## config.mk

```make
export PLATFORM = sky130hd
export DESIGN_NAME = ultrasonic_echo_ranging_sequencer
export DESIGN_NICKNAME = d
export VERILOG_FILES = /design/src/hw/rtl/uers_pkg.sv /design/src/hw/rtl/ultrasonic_echo_ranging_sequencer.sv
export SDC_FILE = /design/constraint.sdc
export NUM_CORES = 1
export LEC_CHECK = 0
export ABC_AREA = 1
export BUFFER_PORTS_ARGS = -buffer_cell sky130_fd_sc_hd__buf_2
export CAP_MARGIN = 20
export CORE_MARGIN = 2
export CORE_UTILIZATION = 70
export CTS_BUF_LIST = sky130_fd_sc_hd__clkbuf_8
export CTS_CLUSTER_DIAMETER = 100
export DETAILED_ROUTE_END_ITERATION = 8
export PLACE_DENSITY = 0.89
export SETUP_SLACK_MARGIN = 0.02
export SLEW_MARGIN = 10
export SYNTH_ARGS = -nofsm -noshare
export SYNTH_HDL_FRONTEND = slang
export SYNTH_SLANG_ARGS = --single-unit
```

## constraint.sdc

```tcl
create_clock -name clk -period 19.1 [get_ports clk]
set_clock_uncertainty 0.2 [all_clocks]
set_input_delay 4.775 -clock clk [delete_from_list [all_inputs] [get_ports clk]]
set_output_delay 4.775 -clock clk [all_outputs]
set_load 0.05 [all_outputs]
```

## src/hw/rtl/uers_pkg.sv

```systemverilog
// Types and constants shared by the ultrasonic echo ranging sequencer.
package uers_pkg;

  localparam int unsigned MAX_MODULES = 4;

  // Opcodes of an input beat
  localparam logic OP_TICK  = 1'b0;
  localparam logic OP_START = 1'b1;

  // Tick counts within one module's period
  localparam logic [15:0] CLEAR_TICK    = 16'd1;
  localparam logic [15:0] TRIG_OFF_TICK = 16'd2;
  localparam logic [15:0] WINDOW_FIRST  = 16'd43;
  localparam logic [15:0] WINDOW_LAST   = 16'd3800;
  localparam logic [15:0] COUNT_OFFSET  = 16'd41;
  localparam logic [15:0] END_COUNT_RST = 16'd6000;

  // (count - 41) * 10 / 58 == (count - 41) * 5 / 29, done as a multiply by
  // ceil(2^20 / 29) and a shift; exact for every count in the window.
  localparam logic [15:0] CM_RECIP = 16'd36158;
  localparam int unsigned CM_SHIFT = 20;

  typedef struct packed {
    logic       opcode;
    logic [3:0] echo_lines;
    logic [2:0] read_module;
  } in_beat_t;

  typedef struct packed {
    logic [3:0] trigger_lines;
    logic       measuring;
    logic       done_flag;
    logic [2:0] active_module;
    logic [9:0] read_cm;
  } out_beat_t;

endpackage

```

## src/hw/rtl/ultrasonic_echo_ranging_sequencer.sv

```systemverilog
// Top level of the ultrasonic echo ranging sequencer.
//
// Input channel (in_valid / in_stall / in_data): each beat is either a 10 us
// tick or a start command, together with the echo pin levels and the module
// number whose distance is to be reported. The block takes one beat in every
// cycle while in_stall is low; the state is updated at the accepting edge.
// Output channel (out_valid / out_stall / out_data): exactly one result beat
// per input beat, in order, carrying the trigger pin levels, run status, the
// active module and the stored distance of the requested module in cm.
// The result is registered: it is loaded into the output register at the
// accepting edge, or into the skid register while the output is stalled.
// Throughput is one beat per cycle while in_stall is low, set by the single
// state update path (window compare, constant multiply, module select).
// When out_stall is high, one further result parks in a skid register;
// in_stall rises only while that skid register is full.
// cfg_wr_en / cfg_wr_data write the end-of-period tick count; write it only
// while no beats are in flight.
// Reset (rst_n low, synchronous) stops any run, clears the stored
// distances, drops all triggers, empties both output registers and sets the
// end count to 6000.
module ultrasonic_echo_ranging_sequencer #(
  parameter int unsigned NUM_MODULES = 4
) (
  input  logic               clk,
  input  logic               rst_n,
  input  logic               in_valid,
  output logic               in_stall,
  input  uers_pkg::in_beat_t in_data,
  output logic               out_valid,
  input  logic               out_stall,
  output uers_pkg::out_beat_t out_data,
  input  logic               cfg_wr_en,
  input  logic [15:0]        cfg_wr_data
);

  logic [15:0] end_count_r;
  logic [15:0] tick_count_r, tick_count_nxt;
  logic [1:0]  current_module_r, current_module_nxt;
  logic        run_active_r, run_active_nxt;
  logic        run_done_r, run_done_nxt;
  logic        trig_acc_r, trig_acc_nxt;
  logic        echo_cap_r, echo_cap_nxt;
  logic [3:0]  trigger_r, trigger_nxt;
  logic [9:0]  cm_r [uers_pkg::MAX_MODULES];
  logic [9:0]  cm_nxt [uers_pkg::MAX_MODULES];

  logic        out_valid_r, out_valid_nxt;
  logic        skid_valid_r, skid_valid_nxt;
  uers_pkg::out_beat_t out_data_r, out_data_nxt;
  uers_pkg::out_beat_t skid_data_r, skid_data_nxt;
  uers_pkg::out_beat_t result;

  logic        push, pop;
  logic        echo_bit;
  logic [3:0]  mod_bit;
  logic        last_module;
  logic        in_window;
  logic [11:0] cap_diff;
  logic [14:0] cap_x5;
  logic [30:0] cap_prod;
  logic [9:0]  cap_cm;
  logic        rd_ok;
  logic [1:0]  rd_idx;

  assign push = in_valid && !in_stall;
  assign pop  = out_valid_r && !out_stall;

  assign in_stall  = skid_valid_r;
  assign out_valid = out_valid_r;
  assign out_data  = out_data_r;

  // Distance for a capture at the current count
  assign cap_diff = 12'(tick_count_r - uers_pkg::COUNT_OFFSET);
  assign cap_x5   = 15'(cap_diff) * 15'd5;
  assign cap_prod = 31'(cap_x5) * 31'(uers_pkg::CM_RECIP);
  assign cap_cm   = cap_prod[uers_pkg::CM_SHIFT +: 10];

  assign echo_bit    = in_data.echo_lines[current_module_r];
  assign mod_bit     = 4'(1) << current_module_r;
  assign last_module = (32'(current_module_r) + 32'd1) >= 32'(NUM_MODULES);
  assign in_window   = (tick_count_r >= uers_pkg::WINDOW_FIRST) &&
                       (tick_count_r <= uers_pkg::WINDOW_LAST);

  always_comb begin
    tick_count_nxt     = tick_count_r;
    current_module_nxt = current_module_r;
    run_active_nxt     = run_active_r;
    run_done_nxt       = run_done_r;
    trig_acc_nxt       = trig_acc_r;
    echo_cap_nxt       = echo_cap_r;
    trigger_nxt        = trigger_r;
    cm_nxt             = cm_r;

    if (in_data.opcode == uers_pkg::OP_START) begin
      if (!run_active_r) begin
        run_done_nxt   = 1'b0;
        run_active_nxt = 1'b1;
      end
    end else if (run_active_r) begin
      if (tick_count_r == uers_pkg::CLEAR_TICK) begin
        trigger_nxt                = trigger_r | mod_bit;
        run_done_nxt               = 1'b0;
        cm_nxt[current_module_r]   = '0;
      end else if (tick_count_r == uers_pkg::TRIG_OFF_TICK) begin
        trigger_nxt = trigger_r & ~mod_bit;
      end else if (in_window) begin
        if (!trig_acc_r) begin
          trig_acc_nxt = echo_bit;
        end else if (!echo_cap_r && !echo_bit) begin
          cm_nxt[current_module_r] = cap_cm;
          echo_cap_nxt             = 1'b1;
        end
      end

      // End of this module's period
      if (tick_count_r == end_count_r) begin
        if (last_module) begin
          current_module_nxt = '0;
          run_done_nxt       = 1'b1;
          run_active_nxt     = 1'b0;
        end else begin
          current_module_nxt = current_module_r + 2'd1;
        end
        tick_count_nxt = '0;
        echo_cap_nxt   = 1'b0;
        trig_acc_nxt   = 1'b0;
      end else begin
        tick_count_nxt = tick_count_r + 16'd1;
      end
    end
  end

  assign rd_ok  = (in_data.read_module != 3'd0) &&
                  (32'(in_data.read_module) <= 32'(NUM_MODULES));
  assign rd_idx = 2'(in_data.read_module - 3'd1);

  always_comb begin
    result.trigger_lines = trigger_nxt;
    result.measuring     = run_active_nxt;
    result.done_flag     = run_done_nxt;
    result.active_module = 3'(current_module_nxt) + 3'd1;
    result.read_cm       = rd_ok ? cm_nxt[rd_idx] : 10'd0;
  end

  // Output register with one skid stage behind it
  always_comb begin
    out_valid_nxt  = out_valid_r;
    out_data_nxt   = out_data_r;
    skid_valid_nxt = skid_valid_r;
    skid_data_nxt  = skid_data_r;
    if (!out_valid_r || pop) begin
      if (skid_valid_r) begin
        out_data_nxt   = skid_data_r;
        out_valid_nxt  = 1'b1;
        skid_valid_nxt = 1'b0;
      end else begin
        out_data_nxt  = result;
        out_valid_nxt = push;
      end
    end else if (push) begin
      // hold the stalled beat, park the new one
      skid_data_nxt  = result;
      skid_valid_nxt = 1'b1;
    end
  end

  always_ff @(posedge clk) begin
    if (!rst_n) begin
      end_count_r      <= uers_pkg::END_COUNT_RST;
      tick_count_r     <= '0;
      current_module_r <= '0;
      run_active_r     <= 1'b0;
      run_done_r       <= 1'b0;
      trig_acc_r       <= 1'b0;
      echo_cap_r       <= 1'b0;
      trigger_r        <= '0;
      cm_r             <= '{default: '0};
      out_valid_r      <= 1'b0;
      skid_valid_r     <= 1'b0;
    end else begin
      if (cfg_wr_en) begin
        end_count_r <= cfg_wr_data;
      end
      if (push) begin
        tick_count_r     <= tick_count_nxt;
        current_module_r <= current_module_nxt;
        run_active_r     <= run_active_nxt;
        run_done_r       <= run_done_nxt;
        trig_acc_r       <= trig_acc_nxt;
        echo_cap_r       <= echo_cap_nxt;
        trigger_r        <= trigger_nxt;
        cm_r             <= cm_nxt;
      end
      out_valid_r  <= out_valid_nxt;
      skid_valid_r <= skid_valid_nxt;
    end
  end

  always_ff @(posedge clk) begin
    out_data_r  <= out_data_nxt;
    skid_data_r <= skid_data_nxt;
  end

  assert property (@(posedge clk) disable iff (!rst_n)
    skid_valid_r |-> out_valid_r)
    else $error("skid register full while output register empty");

  assert property (@(posedge clk) disable iff (!rst_n)
    !(run_active_r && run_done_r))
    else $error("run active and done at once");

  assert property (@(posedge clk) disable iff (!rst_n)
    32'(current_module_r) < 32'(NUM_MODULES))
    else $error("current module out of range");

  assert property (@(posedge clk) disable iff (!rst_n)
    echo_cap_r |-> trig_acc_r)
    else $error("echo captured before trigger accepted");

  assert property (@(posedge clk) disable iff (!rst_n)
    !run_active_r |-> (tick_count_r == 16'd0))
    else $error("tick count not zero while idle");

endmodule

```

### Word-level counts from Yosys, hierarchy flattened

Index checks and enable logic that the tools add are counted.

* equality and inequality tests: 5
* shift-type cells: 1
* bitwise gates (word level): 10
* reductions and logical operators: 21
* multipliers: 2
* add/subtract/negate cells: 6
* muxes and demuxes: 48
* order comparisons: 8

Operator list (count)
* 40-bit 2-to-1 mux: 7
* 40-bit bitwise AND: 1
* 40-bit bitwise mux: 1
* 10-bit 2-to-1 mux: 4
* 40-bit inverter: 1
* 15-bit by 15-bit multiplier with 29-bit output (second input constant): 1
* 1-bit 2-to-1 mux: 23
* 10-bit binary-select mux with 2-bit select: 1
* 10-bit demux with 2-bit select: 1
* 19-bit 2-to-1 mux: 1
* 16-bit by 1-bit adder with 16-bit output (second input constant): 1
* 16-bit by 1-bit equality test with 1-bit output (second input constant): 1
* 16-bit equality test: 1
* 16-bit by 2-bit equality test with 1-bit output (second input constant): 1
* 16-bit by 6-bit >= comparator with 1-bit output (second input constant): 1
* 16-bit by 12-bit <= comparator with 1-bit output (second input constant): 1
* 16-bit 2-to-1 mux: 1
* 4-bit 2-to-1 mux: 4
* 12-bit by 3-bit multiplier with 15-bit output (second input constant): 1
* 12-bit by 6-bit subtractor with 12-bit output (second input constant): 1
* 3-bit >= comparator (second input constant): 3
* 2-bit 2-to-1 mux: 4
* 8-bit AND reduction: 1
* 2-bit by 1-bit adder with 3-bit output (second input constant): 2
* 22 further kinds: 37

* register bits: 122
* output and inout port bits: 21

### Longest topological paths before layout

* depth after elaboration: 18
* mapped depth: 53

### Least setup slack after synthesis

OpenSTA, ideal clock, no wires.

* path kind: flip-flop to flip-flop
* from: register tick_count_r[0]
* to: register skid_data_r[8] in the netlist's numbering, data pin
* data required time: 18.645 ns
* arrival: 7.940 ns
* clock period less this slack: 8.395 ns
* stages on the path, launching flop included: 45
* slack: 10.705 ns
* library setup time: 0.255 ns
* path buffers: 1
* cell sequence: dfxtp_1 > buf_6 > inv_4 > ha_1 > nand2_1 > nand2_1 > nand2_1 > nand2_1 > xor2_1 > inv_1 > ha_1 > ha_1 > a21oi_1 > o21ai_0 > a21oi_1 > inv_1 > a21oi_1 > o21ai_1 > [9 not listed] > fa_1 > fa_1 > inv_1 > fa_1 > inv_1 > ha_1 > a21oi_1 > a21boi_0 > o21ai_0 > a21oi_1 > nand3_1 > nand3_1 > nand2_1 > nand2_1 > nand2_1 > nand2_1 > nand3_1 > and2_1

RTL lines
* from (decl): RTL line ultrasonic_echo_ranging_sequencer.sv:37 `logic [15:0] tick_count_r, tick_count_nxt;`
* from (signal assigned): RTL line ultrasonic_echo_ranging_sequencer.sv:185 `tick_count_r <= tick_count_nxt;`
* to (signal assigned): RTL line ultrasonic_echo_ranging_sequencer.sv:201 `skid_data_r <= skid_data_nxt;`
* to (decl): RTL line ultrasonic_echo_ranging_sequencer.sv:50 `uers_pkg::out_beat_t skid_data_r, skid_data_nxt;`

### Final worst setup path

* from: register tick_count_r[0]
* to: register out_data_r, in the netlist out_data[8], data pin

* word-level cells in the longest chain between the ends: 16
* elaborated cells on any way between the ends: 21
* those cells by class: 1 x add/sub; 2 x mul; 2 x order compare; 2 x eq/ne; 13 x mux; 1 x reduce/logical

Ends and longest elaborated chain
* 12-bit by 6-bit subtractor with 12-bit output: RTL line ultrasonic_echo_ranging_sequencer.sv:73 `assign cap_diff = 12'(tick_count_r - uers_pkg::COUNT_OFFSET);`
* 12-bit by 3-bit multiplier with 15-bit output: RTL line ultrasonic_echo_ranging_sequencer.sv:74 `assign cap_x5 = 15'(cap_diff) * 15'd5;`
* 15-bit by 15-bit multiplier with 29-bit output: RTL line ultrasonic_echo_ranging_sequencer.sv:75 `assign cap_prod = 31'(cap_x5) * 31'(uers_pkg::CM_RECIP);`
* 40-bit bitwise mux: RTL line ultrasonic_echo_ranging_sequencer.sv:110 `cm_nxt[current_module_r] = cap_cm;`
* 40-bit 2-to-1 mux: RTL line ultrasonic_echo_ranging_sequencer.sv:109 `end else if (!echo_cap_r && !echo_bit) begin`
* 40-bit 2-to-1 mux: RTL line ultrasonic_echo_ranging_sequencer.sv:107 `if (!trig_acc_r) begin`
* 40-bit 2-to-1 mux: RTL line ultrasonic_echo_ranging_sequencer.sv:106 `end else if (in_window) begin`
* 40-bit 2-to-1 mux: RTL line ultrasonic_echo_ranging_sequencer.sv:104 `end else if (tick_count_r == uers_pkg::TRIG_OFF_TICK) begin`
* 40-bit 2-to-1 mux (*): RTL line ultrasonic_echo_ranging_sequencer.sv:100 `if (tick_count_r == uers_pkg::CLEAR_TICK) begin`
* 40-bit 2-to-1 mux (*): RTL line ultrasonic_echo_ranging_sequencer.sv:99 `end else if (run_active_r) begin`
* 40-bit 2-to-1 mux (*): RTL line ultrasonic_echo_ranging_sequencer.sv:94 `if (in_data.opcode == uers_pkg::OP_START) begin`
* 10-bit binary-select mux with 2-bit select (*): RTL line ultrasonic_echo_ranging_sequencer.sv:142 `result.read_cm = rd_ok ? cm_nxt[rd_idx] : 10'd0;`
* 10-bit 2-to-1 mux (implied by the code) (*) (2 in series): RTL line ultrasonic_echo_ranging_sequencer.sv:142
* 10-bit 2-to-1 mux (*): RTL line ultrasonic_echo_ranging_sequencer.sv:142
* 19-bit 2-to-1 mux (*): RTL line ultrasonic_echo_ranging_sequencer.sv:152 `if (skid_valid_r) begin`
* to (signal assigned): RTL line ultrasonic_echo_ranging_sequencer.sv:200 `out_data_r <= out_data_nxt;`
* to (decl): RTL line ultrasonic_echo_ranging_sequencer.sv:49 `uers_pkg::out_beat_t out_data_r, out_data_nxt;`

Mark *: on every way between the ends. The rest lies on a longest branch, timed or not. The select of a mux whose other input is x is not followed.
A chain may end at the register's enable or synchronous reset.

==> impl_results.md <==
- Total iterations of the first detailed-routing run: 9
- Number of global-route vias before repair: 11390
- Initial core utilization: 71.98%
- Finish-stage setup viols: 0
- Cell Rows: 48
- # hold bufs at CTS: 0
- Synthesized flop and latch total: 122
- RSZ-0062 raised after global routing: no
- Worst reg2reg path depth: 44
- Slew HR: 25.02%
- Post-Layout Cell Count: 2031
- Final ANT Viol Nets: 0
- TritonCTS buffer count: 17
- Fillers: 1327
- Cell Pwr Density: 147.1 nW/um^2
- Hold Path Stages: 2
- Avg Inst Size Synth: 7.058 sq um
- Largest net degree at the start of global routing: 51
- Synth async-reset ratio: 0%
- Layout area overhead: 5.779%
- Overall fraction of global-route tracks in use: 37.36%
- Clock Latency Late Sink: 0.47 ns
- Syn_nets: 2011
- Max stage delay on crit path: 0.59 ns
- Gp weighted congestion: 0.9948
- Hold Path Class: register to register
- Area after DPL: 12830 sq um
- Post-Syn Area: 12490 sq um
- Startpoint types: register
- Worst vdd ir: 0.2088 mV
- Status: finished clean
- Mapped Cells: 1770
- Diode count: 0
- Drt drc: 0
- Critical path required time: 19.11 ns
- Number of clock sinks: 122
- I/O pin count: 50
- Worst Setup EP: out_data[8]
- Post-DP HPWL: 25390 um
- Share of layout cells above drive strength 1: 7.254%
- Crit share post-route: 50.85%
- Capture point of the worst reg-to-reg path: out_data[8]
- Die H: 137.6 um
- Initial drt markers: 1516
- Root Buffer: clkbuf_8
- Post-synth cell types: 51
- Wirelength per Cell: 16.74 um
- MaxCap Viol Count: 0
- Initial antenna violation count: 0
- WL final: 34000 um
- Clock transition at path regs: 0.08 ns
- Core area: 17360 sq um
- CP arrival: 9.72 ns
- Port bufs: 49
- Vias: 12000
- Yosys warns: 0
- Nets: 2034
- Htree depth: 4
- CTS tree: built
- Final Hold Fails: 0
- Leak Pwr: 6.859 nW
- Design area: 13220 sq um
- Worst setup startpoint: tick_count_r[0]
- Ys flop type: dfxtp_1
- RR Startpoint: tick_count_r[0]
- Worst path most repeated cell: nand2_1
- Slowest-stage cell, CP: dfxtp_1
- WS Path Type: register to register
- Longest Clk Path Bufs: 2
- Post-synthesis sequential area ratio: 22.59%
- Post_cts resized: 0
- Worst slew pin tran: 1.121 ns
- Post-Place Cells: 1999
- Fin. max-slew vios: 0
- Postcts setup bufs: 0
- Post-synth EDFFs: 38
- R2R setup slack: 9.39 ns
- Crit path time final: 9.712 ns
- Drt via density: 5.909
- First-pass GRT wire length: 55480 um
- Total negative setup slack: 0 ns
- Worst-path fanout max: 14
- Crit. End Element: register
- DIE AREA: 18930 sq um
- Max Freq: 103.0 MHz
- GRT overflow: 0
- Die width: 137.6 um
-- worst min path at each step --
| stage | start | to | slack [ns] |
|---|---|---|---|
| after detailed placement | trig_acc_r | trig_acc_r | 0.24 |
| after CTS | trig_acc_r | trig_acc_r | 0.25 |
| after global placement | trig_acc_r | trig_acc_r | 0.24 |
| after floorplan | trig_acc_r | trig_acc_r | 0.23 |
| after global routing | trig_acc_r | trig_acc_r | 0.27 |
| final | trig_acc_r | trig_acc_r | 0.26 |
-- stage by stage --
| stage | hold slack (ns) | power (mW) | utilization, % | worst slack [ns] |
|---|---|---|---|---|
| final | 0.2581 | 1.944 | 76.14 | 9.388 |
| after global placement | 0.2381 | 1.629 | 73.92 | 9.765 |
| after detailed placement | 0.2404 | 1.671 | 73.92 | 9.498 |
| after floorplan | 0.2302 | 1.337 | - | 10.71 |
| after global routing | 0.2713 | 2.149 | 76.14 | 8.656 |
| after CTS | 0.2529 | 1.908 | 76.14 | 9.466 |
-- cells in the final DEF, fill, tap and decap left out, drive strengths merged, types with 24 or more instances in the layout --
cell    netlist  layout
nand2       480     480
inv         300     309
a21oi       164     164
nand3       152     152
ha          135     135
nor2        106     106
dfxtp        84      84
fa           77      77
buf          25      57
o21ai        54      54
edfxtp       38      38
xor2         24      24
-- flip-flops by register name, summed over array words and instances, names as in the netlist, 2 cells and up --
name and cells:
out_data 19, trigger_r 4, skid_data_r 19, tick_count_r 16, cm_r 40, end_count_r 16
current_module_r 2
-- layout make-up --
class	instances	area, sq um	share of cell area, %
clock buffers	17	234.0	1.770
clock inverters	15	151.4	1.146
inverters	302	1136	8.597
multi-input cells	1293	8284	62.69
flip-flops and latches	122	2823	21.36
well taps	225	281.5	2.130
repair buffers	57	305.3	2.310
-- synth_stat cells (4+ instances only) --
cell type	number	area share, %
nand3_1	151	6.0
o21a_1	4	0.24
clkbuf_1	28	0.84
xnor2_1	17	1.2
inv_1	285	8.6
nor4_1	4	0.20
buf_1	4	0.12
nand4_1	12	0.60
edfxtp_1	38	9.1
nor3_1	14	0.56
nor2_1	99	3.0
buf_6	4	0.36
ha_1	135	14
a21o_1	7	0.42
a21oi_1	162	6.5
buf_2	15	0.60
fa_1	77	12
and2_1	6	0.30
dfxtp_1	84	13
nor2_2	6	0.30
or2_2	8	0.40
xor2_1	23	1.6
nand2_1	476	14
o21ai_0	53	2.1
o211ai_1	5	0.30
inv_2	14	0.42
-- report_power, final --
group	leakage (nW)	total, mW	switching (mW)	internal [mW]
registers	1.07	0.283	0.00510	0.278
clock network	0.194	0.235	0.127	0.107
logic	5.59	1.43	0.939	0.487
total	6.86	1.94	1.07	0.873
-- layer usage --
metal / wire length, um / vias to the layer above / GRT usage, %
li1: - / 5692 / -
met1: 13620 / 5486 / 49.96
met2: 15560 / 687 / 59.73
met3: 3514 / 136 / 7.027
met4: 1315 / 0 / 15.23
met5: 0 / - / 0
-- kinds of logic after synthesis --
family,synth area share [%]
DFF,22.59
xor gates and xnor gates,2.934
adders and majority gates,25.86
AOI/OAI and AO/OA,10.59
buffers and inverters,11.14
and+or+nand+nor,26.89
-- critical path: cells and delay by family (launching register included) --
| family | cells | cell delay (ns) |
|---|---|---|
| AOI/OAI and AO/OA | 10 | 1.88 |
| and+or+nand+nor | 15 | 1.37 |
| buffers and inverters | 7 | 0.58 |
| DFF | 1 | 0.59 |
| xor gates and xnor gates | 2 | 0.59 |
| adders and majority gates | 10 | 4.21 |
(Power assumes the default switching activity.)
